==> src/hdl/piecewise_ilstd_update_core_assert.svh <==
// assertion macros for the piecewise ilstd update core
// expects clk and rst_n in the scope of the including module
`ifndef PIECEWISE_ILSTD_UPDATE_CORE_ASSERT_SVH
`define PIECEWISE_ILSTD_UPDATE_CORE_ASSERT_SVH

// same-cycle implication, checked outside reset
`define PILU_ASSERT_NOW(label, ante, cons, msg) \
  label: assert property (@(posedge clk) disable iff (!rst_n) (ante) |-> (cons)) \
    else $error(msg);

// next-cycle implication, checked outside reset
`define PILU_ASSERT_NEXT(label, ante, cons, msg) \
  label: assert property (@(posedge clk) disable iff (!rst_n) (ante) |=> (cons)) \
    else $error(msg);

`endif

==> src/hdl/pilu_pkg.sv <==
// shared types, codes and fixed point helpers of the piecewise ilstd core
// no dependencies
`timescale 1ns / 1ps

package pilu_pkg;

  localparam int DATA_W  = 32;
  localparam int ACC_W   = 48;
  localparam int MOP_W   = 33;
  localparam int PROD_W  = 66;
  localparam int CFG_AW  = 4;
  localparam int CFG_DW  = 32;
  localparam int BLK_W   = 3;
  localparam int GS_W    = 7;
  localparam int FRAC_W  = 17;

  localparam logic signed [DATA_W-1:0] ONE_Q16 = 32'sd65536;

  // action and result kind codes
  localparam logic [1:0] ACT_TRANS = 2'd0;
  localparam logic [1:0] ACT_CLEAR = 2'd1;
  localparam logic [1:0] ACT_PRED  = 2'd2;
  localparam logic [1:0] ACT_NONE  = 2'd3;

  // register indexes
  localparam logic [1:0] REG_DISCOUNT = 2'd0;
  localparam logic [1:0] REG_STEP     = 2'd1;
  localparam logic [1:0] REG_GREEDY   = 2'd2;

  typedef struct packed {
    logic [FRAC_W-1:0] discount;
    logic [FRAC_W-1:0] step_size;
    logic [GS_W-1:0]   greedy_steps;
  } cfg_t;

  typedef struct packed {
    logic                     clip;
    logic signed [DATA_W-1:0] val;
  } sat_t;

  typedef enum logic [4:0] {
    ST_CLEAR, ST_IDLE, ST_D_MUL, ST_D_SUB, ST_ROW, ST_COL_RD, ST_COL_UPD,
    ST_COL_ACC, ST_ROW_FR, ST_ROW_WR, ST_G_SCAN, ST_G_LAST, ST_G_STEP,
    ST_G_TH, ST_G_MU_RD, ST_G_MU_MUL, ST_G_MU_WR, ST_P_RD, ST_P_MUL,
    ST_P_ACC, ST_DONE
  } state_t;

  // clip a wide signed value to 32 bits
  function automatic sat_t clip_wide(input logic signed [PROD_W-1:0] v);
    sat_t r;
    r.clip = 1'b0;
    r.val  = $signed(v[DATA_W-1:0]);
    if (v > 66'sh7FFFFFFF) begin
      r.clip = 1'b1;
      r.val  = 32'sh7FFFFFFF;
    end else if (v < -66'sh80000000) begin
      r.clip = 1'b1;
      r.val  = 32'sh80000000;
    end
    return r;
  endfunction

  // round to nearest, ties upward, then clip
  function automatic sat_t qround(input logic signed [PROD_W-1:0] p);
    logic signed [PROD_W-1:0] t;
    t = (p + 66'sd32768) >>> 16;
    return clip_wide(t);
  endfunction

  function automatic sat_t sat_add(input logic signed [DATA_W-1:0] a,
                                   input logic signed [DATA_W-1:0] b);
    return clip_wide(PROD_W'(a) + PROD_W'(b));
  endfunction

  function automatic sat_t sat_sub(input logic signed [DATA_W-1:0] a,
                                   input logic signed [DATA_W-1:0] b);
    return clip_wide(PROD_W'(a) - PROD_W'(b));
  endfunction

endpackage

==> src/hdl/pilu_qmul.sv <==
// shared q16.16 multiplier: registered product, rounded and clipped after
// depends on pilu_pkg
`timescale 1ns / 1ps

module pilu_qmul (
  input  logic                              clk,
  input  logic signed [pilu_pkg::MOP_W-1:0] mul_a,
  input  logic signed [pilu_pkg::MOP_W-1:0] mul_b,
  output pilu_pkg::sat_t                    res
);
  import pilu_pkg::*;

  logic signed [PROD_W-1:0] prod_r;

  // product register
  always_ff @(posedge clk) begin
    prod_r <= mul_a * mul_b;
  end

  // rounding and clipping of the stored product
  assign res = qround(prod_r);

endmodule

==> config.mk <==
export PLATFORM = sky130hd
export DESIGN_NAME = pilu_qmul
export DESIGN_NICKNAME = d
export VERILOG_FILES = /design/src/hdl/piecewise_ilstd_update_core_assert.svh /design/src/hdl/pilu_pkg.sv /design/src/hdl/pilu_qmul.sv
export SDC_FILE = /design/constraint.sdc
export NUM_CORES = 2
export LEC_CHECK = 0
export ABC_CLOCK_PERIOD_IN_PS = 12800
export BUFFER_PORTS_ARGS = -buffer_cell sky130_fd_sc_hd__buf_2
export CAP_MARGIN = 20
export CORE_MARGIN = 2
export CORE_UTILIZATION = 60
export CTS_BUF_LIST = sky130_fd_sc_hd__clkbuf_8
export CTS_CLUSTER_SIZE = 40
export DETAILED_ROUTE_END_ITERATION = 8
export PLACE_DENSITY = 0.75
export SLEW_MARGIN = 40
export SYNTH_ARGS = -nofsm -noshare
export SYNTH_HDL_FRONTEND = slang
export SYNTH_SLANG_ARGS = --single-unit
==> constraint.sdc <==
create_clock -name clk -period 12.8 [get_ports clk]
set_input_delay 3.2 -clock clk [delete_from_list [all_inputs] [get_ports clk]]
set_output_delay 3.2 -clock clk [all_outputs]
set_load 0.01 [all_outputs]
# Word level (Yosys, flattened, before mapping)
# Cells that the tools add are included.
[totals] register_bits=66 in_bits=67 elab_cells=7
[op_classes] addsub=1 n_mul=1 magnitude_cmp=2 muxes=2
[op_table] op="adder 66 x 17 -> 66 bit, second input constant" n=1
[op_table] op="multiplier 33 x 33 -> 66 bit" n=1
[op_table] op="two-way mux 33 bit" n=2
[op_table] op="> comparator 50 x 32 -> 1 bit, second input constant" n=1
[op_table] op="< comparator 50 x 32 -> 1 bit, second input constant" n=1

# Depth between registers and ports, before layout
[depth] ltp_word=4 depth_mapped=30 mapped_depth_nobuf=28

# Least setup slack after synthesis
# No wires, ideal clock.
[synth_path] path_kind="input-to-reg" from="in mul_a[32] (netlist bit)" to="reg prod_r[63]" setup_time_ns=0.123 arrival_time_ns=10.237 slack_ns=2.440 path_stages=29 path_buffers=2 cell_sequence="clkbuf_1 > nand2_1 > inv_1 > fa_1 > inv_1 > fa_1 > inv_1 > fa_1 > inv_1 > fa_1 > inv_1 > fa_1 > fa_1 > fa_1 > inv_1 > fa_1 > inv_1 > ha_1 > clkbuf_1 > a21o_1 > a21o_1 > a21oi_1 > nand2_1 > or4_1 > o211ai_1 > a41o_1 > o31a_1 > o21ai_1 > xor2_1"
[synth_via] elab_chain_cells=1
[synth_lines] item="start, declared" line_no="pilu_qmul.sv:7" text="input logic signed [pilu_pkg::MOP_W-1:0] mul_a,"
[synth_lines] item="multiplier 33 x 33 -> 66 bit" line_no="pilu_qmul.sv:17" text="prod_r <= mul_a * mul_b;"
[synth_lines] item="end signal, assigned" line_no="pilu_qmul.sv:17"
[synth_lines] item="end, declared" line_no="pilu_qmul.sv:13" text="logic signed [PROD_W-1:0] prod_r;"
# Every way passes these cells.

# Worst setup path in the final report
[layout_path] from="in mul_b[9] (netlist bit)" to="reg prod_r[62]"
[layout_via] elab_chain_cells=1
[layout_lines] item="start, declared" line_no="pilu_qmul.sv:8" text="input logic signed [pilu_pkg::MOP_W-1:0] mul_b,"
[layout_lines] item="multiplier 33 x 33 -> 66 bit" line_no="pilu_qmul.sv:17"
# Every way passes these cells.

==> results.ini <==
[clock_network]
clock_sinks=51
ctsHoldBuffers=0
cts_tree=built
cts-root-buf=clkbuf_8
cts.path.max_buffers=2
htreeDepth=2
numCtsBuffers=5
path_clk_slew_ns=0.10
post-cts-setup-buffer-count=0
cts-resized-gates=0

[synth]
synthFlopType=dfxtp_1
synthCells=4431
avgSynthCellArea_sq_um=9.232
yosys-top-cells-count=inv_1, fa_1, nand2_1, and2_1, ha_1
synthDistinctLibCells=70
synth_area_sq_um=40910
ys_warn_count=0
seq_area_frac_synth_pct=2.496
synth_top_area_share_pct=55.99
ys_ff_latch=51
yosys-top-cells-area=fa_1, inv_1, and2_1, ha_1, nand2_1
post-synth-top-area-cell=fa_1
synth_most_common_cell=inv_1
synth_edf_count=0
synth.net_count=5855
async_flop_share_pct=0

[sta]
relSlewSlack_pct=40.36
tightestPinTransition_ns=0.8946
max_freq_ghz=0.08667
drv_slew=0
tns_ns=0
post-route-min-period_ns=11.54
setup_viol_count_final=0
finalHoldViolations=0
period_share_pct=90.14
rsz0062_at_grt=false

[floorplanning]
fp.dieW_um=265.1
die_h_um=265.1
num_rows=95
core-area_sq_um=67280
start_util_pct=60.80
die_area_sq_um=70280
io_pins=100

[global_route]
grt_overflow=0
grt_antenna_before_repair=6
grt_pass1_vias=33210
grt_util_all_layers_pct=31.99
grt_pass1_wl_um=174100
grt_max_degree=34

[worst_setup_path]
startpoint_type=input pin
cpMaxStageDelayCell=fa_1
end_kind=register
crit_type=in2reg
slowest_delay_ns=0.82
cp_max_fo=33
worstPathArrival_ns=11.79
critPathLaunch=mul_b[9]
cp_common_cell=fa_1
crit_required_ns=13.05

[placement]
place_congestion=0.9377
io_buffers=99
dp_hpwl_um=84850

[detailed_routing]
dr.pass1.iters=5
drcViolationCount=0
drt_iter0_markers=1779
viasPerCell=5.590
wirelength_um=104500
final_antenna_net_count=0
drt-wirelength-per-cell_um=20.03
vias=29160

[layout]
reg_top3=prod_r (51)
fin_nets=5762
syn_to_final_growth_pct=2.520
final_layout_size_suffix_gt1_share_pct=4.056
fillers=5686
multiInputGateArea_sq_um=34680
largest_reg_flops=51
largest-register=prod_r
fin_util_pct=62.33
regArea_sq_um=1021

[job]
max_cap_viol_count=0

[worst_hold_path]
min_path_type=in2reg
hp-start=mul_b[0]

[run_status]
status=complete, no violations

==> layout make-up <==
class	instances	share of cell area, %
diodes	5	0.02984
multi-input cells	2998	82.69
repair buffers	120	1.611
clock buffers	5	0.1641
clock inverters	3	0.06862
flip-flops and latches	51	2.435
well taps	873	2.605
inverters	1162	10.40
==> through the flow <==
step | std cells | hold WS [ns] | instance area (sq um) | setup WS (ns)
4_1_cts | 5211 | 3.929 | 41890 | 1.403
3_5_place_dp | 5203 | 3.843 | 41800 | 1.079
6_report | 5217 | 3.942 | 41940 | 1.262
2_1_floorplan | 4431 | 3.669 | 40910 | 2.440
3_3_place_gp | 5203 | 3.845 | 41790 | 0.8884
5_1_grt | 5213 | 3.988 | 41930 | 0.8452
==> cell usage in the layout (no fill, tap or decap), types with 38 or more instances in the layout <==
master / synthesis / final
a21o_1: 40 / 40
ha_1: 213 / 213
buf_2: 5 / 98
nor2_1: 69 / 69
fa_1: 1144 / 1144
inv_1: 1161 / 1161
dfxtp_1: 51 / 51
and2_1: 542 / 542
nand2_1: 576 / 576
xnor2_1: 66 / 66
xor2_1: 38 / 38
a21oi_1: 57 / 57
==> final timing paths <==
check,endpoint,slack (ns),cells past startpoint
hold / removal,prod_r[15]$_DFF_P_,3.94,5
setup / recovery,prod_r[62]$_DFF_P_,1.26,26
==> worst max-delay path, delay by kind of cell <==
kind	cells	cell delay (ns)
and+or+nand+nor	4	1.00
xor gates and xnor gates	1	0.12
buffers and inverters	6	0.96
AOI/OAI and AO/OA	6	1.63
adders and majority gates	9	4.84
==> kinds of logic (layout without fill, tap and decap cells) <==
group,count (synthesis),after routing,share of synthesized area (%)
XOR/XNOR,104,104,2.227
AO/OA/AOI/OAI,222,222,3.741
other,0,5,0
flip-flops,51,51,2.496
AND/OR/NAND/NOR,1314,1314,16.25
multiplexers,1,1,0.02753
buffers and inverters,1382,1290,12.75
adder cells (fa/ha/maj),1357,1357,62.50
==> metal layers <==
metal | wire length, um | vias to the layer above | GRT usage [%]
met4 | 7488 | 6 | 18.16
li1 | - | 12420 | -
met1 | 38390 | 15210 | 38.08
met2 | 52400 | 1173 | 56.27
met5 | 32 | - | 0
met3 | 6208 | 356 | 4.110
Power is left out: the tool's default activity adds up to more than one toggle a clock period on the data nets, which glitch-free logic cannot reach.
