**src/hdl/piecewise_ilstd_update_core_assert.svh**
```systemverilog
// assertion macros for the piecewise ilstd update core
// expects clk and rst_n in the scope of the including module
`ifndef PIECEWISE_ILSTD_UPDATE_CORE_ASSERT_SVH
`define PIECEWISE_ILSTD_UPDATE_CORE_ASSERT_SVH

// same-cycle implication, checked outside reset
`define PILU_ASSERT_NOW(label, ante, cons, msg) \
  label: assert property (@(posedge clk) disable iff (!rst_n) (ante) |-> (cons)) \
    else $error(msg);

// next-cycle implication, checked outside reset
`define PILU_ASSERT_NEXT(label, ante, cons, msg) \
  label: assert property (@(posedge clk) disable iff (!rst_n) (ante) |=> (cons)) \
    else $error(msg);

`endif

```
**src/hdl/pilu_pkg.sv**
```systemverilog
// shared types, codes and fixed point helpers of the piecewise ilstd core
// no dependencies
`timescale 1ns / 1ps

package pilu_pkg;

  localparam int DATA_W  = 32;
  localparam int ACC_W   = 48;
  localparam int MOP_W   = 33;
  localparam int PROD_W  = 66;
  localparam int CFG_AW  = 4;
  localparam int CFG_DW  = 32;
  localparam int BLK_W   = 3;
  localparam int GS_W    = 7;
  localparam int FRAC_W  = 17;

  localparam logic signed [DATA_W-1:0] ONE_Q16 = 32'sd65536;

  // action and result kind codes
  localparam logic [1:0] ACT_TRANS = 2'd0;
  localparam logic [1:0] ACT_CLEAR = 2'd1;
  localparam logic [1:0] ACT_PRED  = 2'd2;
  localparam logic [1:0] ACT_NONE  = 2'd3;

  // register indexes
  localparam logic [1:0] REG_DISCOUNT = 2'd0;
  localparam logic [1:0] REG_STEP     = 2'd1;
  localparam logic [1:0] REG_GREEDY   = 2'd2;

  typedef struct packed {
    logic [FRAC_W-1:0] discount;
    logic [FRAC_W-1:0] step_size;
    logic [GS_W-1:0]   greedy_steps;
  } cfg_t;

  typedef struct packed {
    logic                     clip;
    logic signed [DATA_W-1:0] val;
  } sat_t;

  typedef enum logic [4:0] {
    ST_CLEAR, ST_IDLE, ST_D_MUL, ST_D_SUB, ST_ROW, ST_COL_RD, ST_COL_UPD,
    ST_COL_ACC, ST_ROW_FR, ST_ROW_WR, ST_G_SCAN, ST_G_LAST, ST_G_STEP,
    ST_G_TH, ST_G_MU_RD, ST_G_MU_MUL, ST_G_MU_WR, ST_P_RD, ST_P_MUL,
    ST_P_ACC, ST_DONE
  } state_t;

  // clip a wide signed value to 32 bits
  function automatic sat_t clip_wide(input logic signed [PROD_W-1:0] v);
    sat_t r;
    r.clip = 1'b0;
    r.val  = $signed(v[DATA_W-1:0]);
    if (v > 66'sh7FFFFFFF) begin
      r.clip = 1'b1;
      r.val  = 32'sh7FFFFFFF;
    end else if (v < -66'sh80000000) begin
      r.clip = 1'b1;
      r.val  = 32'sh80000000;
    end
    return r;
  endfunction

  // round to nearest, ties upward, then clip
  function automatic sat_t qround(input logic signed [PROD_W-1:0] p);
    logic signed [PROD_W-1:0] t;
    t = (p + 66'sd32768) >>> 16;
    return clip_wide(t);
  endfunction

  function automatic sat_t sat_add(input logic signed [DATA_W-1:0] a,
                                   input logic signed [DATA_W-1:0] b);
    return clip_wide(PROD_W'(a) + PROD_W'(b));
  endfunction

  function automatic sat_t sat_sub(input logic signed [DATA_W-1:0] a,
                                   input logic signed [DATA_W-1:0] b);
    return clip_wide(PROD_W'(a) - PROD_W'(b));
  endfunction

endpackage

```
**src/hdl/pilu_cfg_regs.sv**
```systemverilog
// apb register bank: discount, step size and greedy step count
// depends on pilu_pkg
`timescale 1ns / 1ps

module pilu_cfg_regs (
  input  logic                         clk,
  input  logic                         rst_n,
  input  logic                         psel,
  input  logic                         penable,
  input  logic                         pwrite,
  input  logic [pilu_pkg::CFG_AW-1:0]  paddr,
  input  logic [pilu_pkg::CFG_DW-1:0]  pwdata,
  output logic [pilu_pkg::CFG_DW-1:0]  prdata,
  output logic                         pready,
  output pilu_pkg::cfg_t               cfg
);
  import pilu_pkg::*;

  cfg_t       cfg_r;
  logic [1:0] idx;
  logic       wr;

  assign idx    = paddr[3:2];
  assign wr     = psel && penable && pwrite;
  assign pready = 1'b1;
  assign cfg    = cfg_r;

  // register writes
  always_ff @(posedge clk) begin
    if (!rst_n) begin
      cfg_r.discount     <= FRAC_W'(62259);
      cfg_r.step_size    <= FRAC_W'(655);
      cfg_r.greedy_steps <= GS_W'(1);
    end else if (wr) begin
      case (idx)
        REG_DISCOUNT: cfg_r.discount     <= pwdata[FRAC_W-1:0];
        REG_STEP:     cfg_r.step_size    <= pwdata[FRAC_W-1:0];
        REG_GREEDY:   cfg_r.greedy_steps <= pwdata[GS_W-1:0];
        default:      ;
      endcase
    end
  end

  // read mux
  always_comb begin
    case (idx)
      REG_DISCOUNT: prdata = CFG_DW'(cfg_r.discount);
      REG_STEP:     prdata = CFG_DW'(cfg_r.step_size);
      REG_GREEDY:   prdata = CFG_DW'(cfg_r.greedy_steps);
      default:      prdata = '0;
    endcase
  end

endmodule

```
**config.mk**
```make
export PLATFORM = sky130hd
export DESIGN_NAME = pilu_cfg_regs
export DESIGN_NICKNAME = d
export VERILOG_FILES = /design/src/hdl/piecewise_ilstd_update_core_assert.svh /design/src/hdl/pilu_pkg.sv /design/src/hdl/pilu_cfg_regs.sv
export SDC_FILE = /design/constraint.sdc
export NUM_CORES = 1
export LEC_CHECK = 0
export BUFFER_PORTS_ARGS = -buffer_cell sky130_fd_sc_hd__buf_2
export CORE_ASPECT_RATIO = 0.75
export CORE_MARGIN = 1
export CORE_UTILIZATION = 30
export CTS_BUF_LIST = sky130_fd_sc_hd__clkbuf_16
export DETAILED_ROUTE_END_ITERATION = 10
export GPL_TIMING_DRIVEN = 0
export PLACE_DENSITY = 0.63
export SYNTH_ARGS = -nofsm -noshare
export SYNTH_HDL_FRONTEND = slang
export SYNTH_SLANG_ARGS = --single-unit
```
**constraint.sdc**
```tcl
create_clock -name clk -period 2 [get_ports clk]
set_input_delay 0.2 -clock clk [delete_from_list [all_inputs] [get_ports clk]]
set_output_delay 0.2 -clock clk [all_outputs]
set_load 0.1 [all_outputs]
```
==> Word level (Yosys, flattened, before mapping) <==
Cells that the tools add are included.
{ "op_classes": {"eq_ne": 2, "n_addsub": 0, "reduce_logical": 6, "n_shift": 0, "div_mod_pow": 0, "mux": 1, "order_cmp": 0, "mul": 0, "bitwise_logic": 0} }
{ "op_table": {"columns": ["op", "count"], "rows": [
  ["17-bit one-hot mux with 3 select lines", 1],
  ["2-bit AND reduction", 3],
  ["2-bit by 1-bit equality test with 1-bit output, second input constant", 1],
  ["2-bit equality test, second input constant", 1],
  ["1-bit logical AND", 2],
  ["2-bit logical NOT", 1]
]} }
{ "totals": {"wordCells": 12, "register_bits": 41, "mem_bits_ro": 0, "output_inout_bits": 74, "memories": 0, "latchBits": 0, "mem_bits_rw": 0} }

==> Logic depth before layout (Yosys ltp) <==
Gate-level depths: netlist (run 1).
{ "logic_depth": {"depth_word": 3, "ltp_mapped": 5, "mapped_depth_nobuf": 3} }

==> Least setup slack after synthesis (run 1) <==
OpenSTA, ideal clock, no wires.
{ "synth_path": {"kind": "reg2out", "startpoint": "reg cfg_r, in the netlist cfg[7]", "endpoint": "out prdata[0] in the netlist's numbering", "required_ns": 1.800, "path_stages_with_launch": 3, "n_path_buf": 0, "t_arrival_ns": 3.245, "path_slack_ns": -1.445, "cell_sequence": "dfxtp_1 mux2i_1 o21ai_0"} }
{ "synth_between": {"elab_chain_len": 1} }
{ "synth_lines": {"columns": ["item", "line", "source"], "rows": [
  ["start: declaration", "pilu_cfg_regs.sv:19", "cfg_t cfg_r;"],
  ["17-bit one-hot mux with 3 select lines", "pilu_cfg_regs.sv:46", "case (idx)"],
  ["end: declaration", "pilu_cfg_regs.sv:13", "output logic [pilu_pkg::CFG_DW-1:0] prdata,"]
]} }
No other way between the ends.

==> Final worst setup path (run 1) <==
{ "layout_path": {"startpoint": "in paddr[3] in the netlist's numbering", "endpoint": "out prdata[15] in the netlist's numbering"} }
{ "layout_between": {"elab_chain_len": 2, "elab_cells_between_ends": 4, "classes_between": "2 x eq/ne; 1 x mux; 1 x reduce/logical"} }
{ "layout_lines": {"columns": ["item", "line", "source"], "rows": [
  ["start: declaration", "pilu_cfg_regs.sv:11", "input logic [pilu_pkg::CFG_AW-1:0] paddr,"],
  ["2-bit equality test, or another cell as far along", "pilu_cfg_regs.sv:46", null],
  ["17-bit one-hot mux with 3 select lines *", "pilu_cfg_regs.sv:46", null]
]} }
Mark *: on every way between the ends. The rest lies on a longest branch, timed or not.

==> reports/summary.txt, run 1 <==
area fraction in and, or, nand and nor cells after synthesis: 21.6%
overall power: 0.00217 W
Filler cells: 713
Synth Instances: 233
Required @ worst endpoint: 1.80 ns
die height: 74.8 um
Die Width: 99.1 um
register area: 828 um^2
WS Path Type: input pin to output pin
row cnt: 26
Nets: 375
Max Slew Vio Count: 0
initial antenna violation count: 0
Clk Tree Root Cell: clkbuf_16
most frequent CP cell: buf_2
largest family of logic cells by synthesized area: multiplexers
worst reg2reg startpoint: cfg[3]
Clock Tree Buf Depth: 2
Synth Area in Adders: 0%
Worst EP arrival: 1.70 ns
leakage: 1.39 nW
layout cells sized above 1: 40.9%
I/O Buffers: 80
TritonCTS clock tree: built
first-pass detailed-route iteration total: 6
worst hold start: pwdata[8]
Critical Path Start: paddr[3]
final WL: 6050 um
Overflow after GRT: 0
post-synthesis sequential area ratio: 38.7%
met3 routed WL: 280 um
fin crit period: 1.90 ns
GPL Wtd Cong: 0.702
Post-DP HPWL: 4500 um
max FFs per register: 41
P&R area growth vs syn: 40.4%
max_cap viols: 0
final hold violations: 0
CP delay by family, top: buffers and inverters
vias in the first global route: 1,798
Yosys warnings: 0
Routed met1 length: 2900 um
Slew @ Worst Pin: 0.609 ns
status: finished, final reports clean
Mapped Avg Cell Area: 9.11 um^2
drt wl/cell: 14.4 um
slowest CP cell: clkbuf_2
via count: 1,859
setup TNS: 0 ns
CTS H-tree lvls: 2
# hold bufs at CTS: 0
Clk pin slew, worst setup/hold paths: 0.06 ns
global-route usage over all layers: 17.1%
IO Pins: 115
largest net degree at the start of global routing: 12
critical path startpoint category: input pin
crit-path cells: buf_2, buf_2, clkbuf_2, nor2_4, buf_2
met2 WL: 2870 um
crit share post-route: 95.0%
xor-xnor portion of the synthesized cell area: 0%
Die Area: 0.00742 mm^2
# DRC: 0
Starting Density: 31.1%
Final ANT Viol Nets: 0
Pwr per Cell Area: 728 mW/mm^2
Setup crit end kind: output pin
clock sinks: 41
worst min-delay path category: input pin to flop
multiplexer area fraction after synthesis: 27.4%
first-pass GRT wire length: 9480 um
CP Max Fanout: 10
CP peak stage delay: 0.59 ns
count of different cell masters after synthesis: 16
CP bufs+invs: 4
Worst VDD drop: 343 uV
final hold slack: 0.179 ns
most frequent cells in the layout: buf_2 (84), mux2i_1 (58), nand2_1 (46), dfxtp_1 (35), nor2b_1 (31)
DR iter-0 viols: 47
highest routed layer: met3
Compound-Gate Fraction of Synth Area: 1.65%
Max-slew headroom: 59.4%
Final setup viols: 0
clk_lat worst skew: 0.27 ns
flops & latches, synth: 41
RSZ-0062 raised after global routing: false
mapped cell area: 0.00212 mm^2
commonest non-fill, non-tap cell in the layout: buf_2
multi-input gate area in the final layout: 0.00129 mm^2
ant diodes: 0
number of buffers created by CTS: 5
FMAX: 0.526 GHz
core area: 0.00683 mm^2
vias per cell: 4.44
clock skew: 0 ns
-- repair_timing --
item,CTS,global route
resized for setup,1,0
endpoints found under the setup margin,10,0
setup buffers,0,0
-- kinds of logic after synthesis --
kind of cell	count (synthesis)
flip-flops	41
multiplexers	58
AO/OA/AOI/OAI	7
buffers and inverters	33
other	2
AND/OR/NAND/NOR	92
-- power breakdown --
| group | leakage (nW) | switching (W) | internal, W | total (W) |
|---|---|---|---|---|
| Clock | 0.0776 | 0.000307 | 0.000449 | 0.000756 |
| Sequential | 0.332 | 0.00000805 | 0.000828 | 0.000836 |
| Combinational | 0.977 | 0.000458 | 0.000119 | 0.000577 |
-- cell usage after synthesis --
| library cell | number | area (um^2) |
|---|---|---|
| dfxtp_1 | 41 | 821 |
| nand3_2 | 1 | 10.0 |
| mux2i_1 | 58 | 581 |
| nand4_2 | 1 | 12.5 |
| nor3b_4 | 1 | 18.8 |
| clkbuf_1 | 8 | 30.0 |
| nor2_1 | 10 | 37.5 |
| nand2_1 | 46 | 173 |
| conb_1 | 2 | 7.51 |
| nor2b_1 | 31 | 194 |
| buf_4 | 18 | 135 |
| o21ai_0 | 7 | 35.0 |
| buf_2 | 4 | 20.0 |
| buf_6 | 3 | 33.8 |
| nor3_1 | 1 | 5.00 |
| or3b_1 | 1 | 8.76 |
-- area by class of cell --
cell class	count	share of cell area, %
Clock buffer	5	4.20
Clock inverter	3	0.378
Multi-Input combinational cell	173	43.3
Timing Repair Buffer	80	13.4
Tap cell	84	3.53
Sequential cell	41	27.8
Buffer	33	7.39
-- worst paths after layout --
check                     to  slack, ns  cells past startpoint
setup reg to reg      cfg[3]       1.35                      2
hold reg to reg      cfg[12]       0.47                      2
hold / removal       cfg[15]       0.18                      3
setup / recovery  prdata[15]        0.1                      5
-- metal layers --
layer | track usage [%] | vias up
met5 | 0 | -
met4 | 1.96 | 0
met3 | 4.64 | 0
met2 | 27.9 | 50
met1 | 23.5 | 867
li1 | - | 942
-- worst min-delay path, delay by kind of cell --
family / cells / cell delay, ns
buf+inv: 1 / 0.11
simple gates: 1 / 0.05
mux: 1 / 0.05
-- metrics by stage --
step / setup slack [ns] / util (%) / cell area (um^2) / std cells
3_3_place_gp: -0.348 / 41.6 / 2840 / 411
6_report: 0.0998 / 43.6 / 2980 / 419
4_1_cts: 0.0812 / 43.6 / 2980 / 419
5_1_grt: 0.0427 / 43.6 / 2980 / 419
2_1_floorplan: -0.0103 / - / 2340 / 247
3_5_place_dp: -0.355 / 41.6 / 2840 / 411
No activity file was read; power rests on OpenSTA's default activity.
==> inputs of run 2 (changes only) <==
--- a/config.mk
+++ b/config.mk
@@ -8,11 +8,11 @@
 export BUFFER_PORTS_ARGS = -buffer_cell sky130_fd_sc_hd__buf_2
 export CORE_ASPECT_RATIO = 0.75
 export CORE_MARGIN = 1
-export CORE_UTILIZATION = 30
+export CORE_UTILIZATION = 48
 export CTS_BUF_LIST = sky130_fd_sc_hd__clkbuf_16
 export DETAILED_ROUTE_END_ITERATION = 10
 export GPL_TIMING_DRIVEN = 0
-export PLACE_DENSITY = 0.63
+export PLACE_DENSITY = 0.9
 export SYNTH_ARGS = -nofsm -noshare
 export SYNTH_HDL_FRONTEND = slang
 export SYNTH_SLANG_ARGS = --single-unit
==> reports/summary.txt, run 2 (synthesized netlist as in run 1, its figures left out) <==
crit share post-route: 92.4% (-2.6 points)
worst reg2reg startpoint: cfg[0]
Clk Tree Root Cell: clkbuf_16
via count: 1,926 (+3.6%)
Setup WS pre-CTS: -0.310 ns (+0.0448 ns)
core area: 0.00415 mm^2 (-39%)
P&R area growth vs syn: 38.6%
max FFs per register: 41 (unchanged)
Max-slew headroom: 33.3% (-26 points)
final worst-path setup slack: 0.152 ns (+0.0518 ns)
flop-to-flop setup slack: 1.31 ns (-0.04 ns)
Post-DP Area: 0.00281 mm^2 (-1.3%)
most frequent cells in the layout: buf_2 (84), mux2i_1 (58), nand2_1 (46), dfxtp_1 (35), nor2b_1 (31)
multi-input gate area in the final layout: 0.00129 mm^2 (unchanged)
final WL: 5770 um (-4.7%)
Worst VDD drop: 461 uV (+34%)
Final ANT Viol Nets: 0 (unchanged)
Setup crit end kind: output pin
register area: 828 um^2 (unchanged)
hold path endpoint: cfg[22]
Filler cells: 339 (-52%)
vias in the first global route: 1,876 (+4.3%)
leakage: 1.38 nW (-0.50%)
vias per cell: 4.95 (+12%)
Starting Density: 51.1% (+20 points)
Reg2Reg Depth: 2 (unchanged)
clock skew: 0 ns (unchanged)
Nets: 374 (-0.27%)
Required @ worst endpoint: 1.80 ns (about the same)
worst min-delay path category: input pin to flop
CP Max Fanout: 10 (unchanged)
RSZ-0062 raised after global routing: false
clk_lat worst skew: 0.28 ns (about the same)
Clk pin slew, worst setup/hold paths: 0.06 ns (about the same)
FMAX: 0.541 GHz (+2.8%)
Die Width: 78.8 um (-21%)
hold path depth: 3 (unchanged)
first-pass GRT wire length: 9070 um (-4.3%)
# DRC: 0 (unchanged)
Overflow after GRT: 0 (unchanged)
critical path startpoint category: input pin
# resized after CTS: 0 (-1)
WS Path Type: input pin to output pin
Final setup viols: 0 (unchanged)
post-route design area: 0.00294 mm^2 (-1.3%)
I/O Buffers: 80 (unchanged)
Pwr per Cell Area: 736 mW/mm^2 (+1.1%)
CTS H-tree lvls: 2 (unchanged)
layout cells sized above 1: 41.3% (+0.42 points)
clock sinks: 41 (unchanged)
DR iter-0 viols: 102 (+120%)
row cnt: 20 (-23%)
first-pass detailed-route iteration total: 4 (-2)
worst hold start: pwdata[15]
final hold violations: 0 (unchanged)
Die Area: 0.00469 mm^2 (-37%)
R2R Path End: cfg[0]
TritonCTS clock tree: built
Slew @ Worst Pin: 1.00 ns (+0.392 ns)
ant diodes: 0 (unchanged)
max_cap viols: 0 (unchanged)
global-route usage over all layers: 26.3% (+9.3 points)
commonest non-fill, non-tap cell in the layout: buf_2
initial antenna violation count: 0 (unchanged)
status: finished, final reports clean
# hold bufs at CTS: 0 (unchanged)
Worst EP arrival: 1.65 ns (-0.05 ns)
largest net degree at the start of global routing: 20 (+8)
fin crit period: 1.85 ns (-0.0518 ns)
overall power: 0.00216 W (-0.22%)
die height: 59.6 um (-20%)
Max Slew Vio Count: 0 (unchanged)
IO Pins: 115 (unchanged)
Post-DP HPWL: 4330 um (-3.8%)
Clock Tree Buf Depth: 2 (unchanged)
number of buffers created by CTS: 5 (unchanged)
GPL Wtd Cong: 0.759 (+8.1%)
drt wl/cell: 14.8 um (+2.6%)
[run 2: cell types whose count changed in the layout (fill, tap and decap cells not counted)]
| cell | change |
|---|---|
| clkbuf_2 | -1 |
| clkinv_2 | +2 |
| inv_1 | -2 |
[run 2: report_power, final]
| part | total (W) | switching, W | internal, W |
|---|---|---|---|
| clock | 0.000750 | 0.000298 | 0.000452 |
| combinational | 0.000577 | 0.000458 | 0.000119 |
| sequential | 0.000836 | 0.00000836 | 0.000828 |
| total | 0.00216 | 0.000765 | 0.00140 |
[run 2: routing by layer]
layer  vias up  track usage (%)  wire [um]
li1        925                -          -
met1       920             31.5       2480
met2        69             45.7       2870
met3        12             6.31        345
met4         0             11.1         73
met5         -                0          0
[run 2: worst max-delay path, cell delays in order]
cell	delay, ns
buf_2	0.10
buf_4	0.21
buf_2	0.38
mux2i_1	0.20
nor2_4	0.12
buf_2	0.44
[run 2: stage by stage]
step / hold slack, ns / util, % / TNS (ns) / std cells
4_1_cts: 0.181 / 70.8 / 0 / 389
5_1_grt: 0.187 / 70.8 / 0 / 389
6_report: 0.181 / 70.8 / 0 / 389
2_1_floorplan: 0.339 / - / -0.0103 / 247
3_3_place_gp: 0.448 / 67.5 / -2.80 / 382
3_5_place_dp: 0.465 / 67.5 / -2.91 / 382
[run 2: layout make-up]
class                   count  share of cell area (%)
plain buffers              32                    7.32
clock buffers               5                    4.26
clock inverters             3                   0.468
multi-input cells         173                    43.8
flip-flops and latches     41                    28.2
well taps                  55                    2.34
repair buffers             80                    13.6
[run 2: what timing repair did]
action	in CTS	in global routing
buffers inserted	0	0
endpoints found under the hold margin	0	0
setup endpoints to repair	10	0
[run 2: how the worst max path moves through the flow]
stage | startpoint | end | slack, ns | cells past startpoint
after global routing | paddr[2] | prdata[9] | 0.10 | 6
after detailed placement | paddr[3] | prdata[9] | -0.31 | 5
final | paddr[2] | prdata[9] | 0.15 | 6
after floorplan | cfg[7] | prdata[0] | -0.01 | 2
after CTS | paddr[2] | prdata[9] | 0.16 | 6
after global placement | paddr[3] | prdata[16] | -0.30 | 5
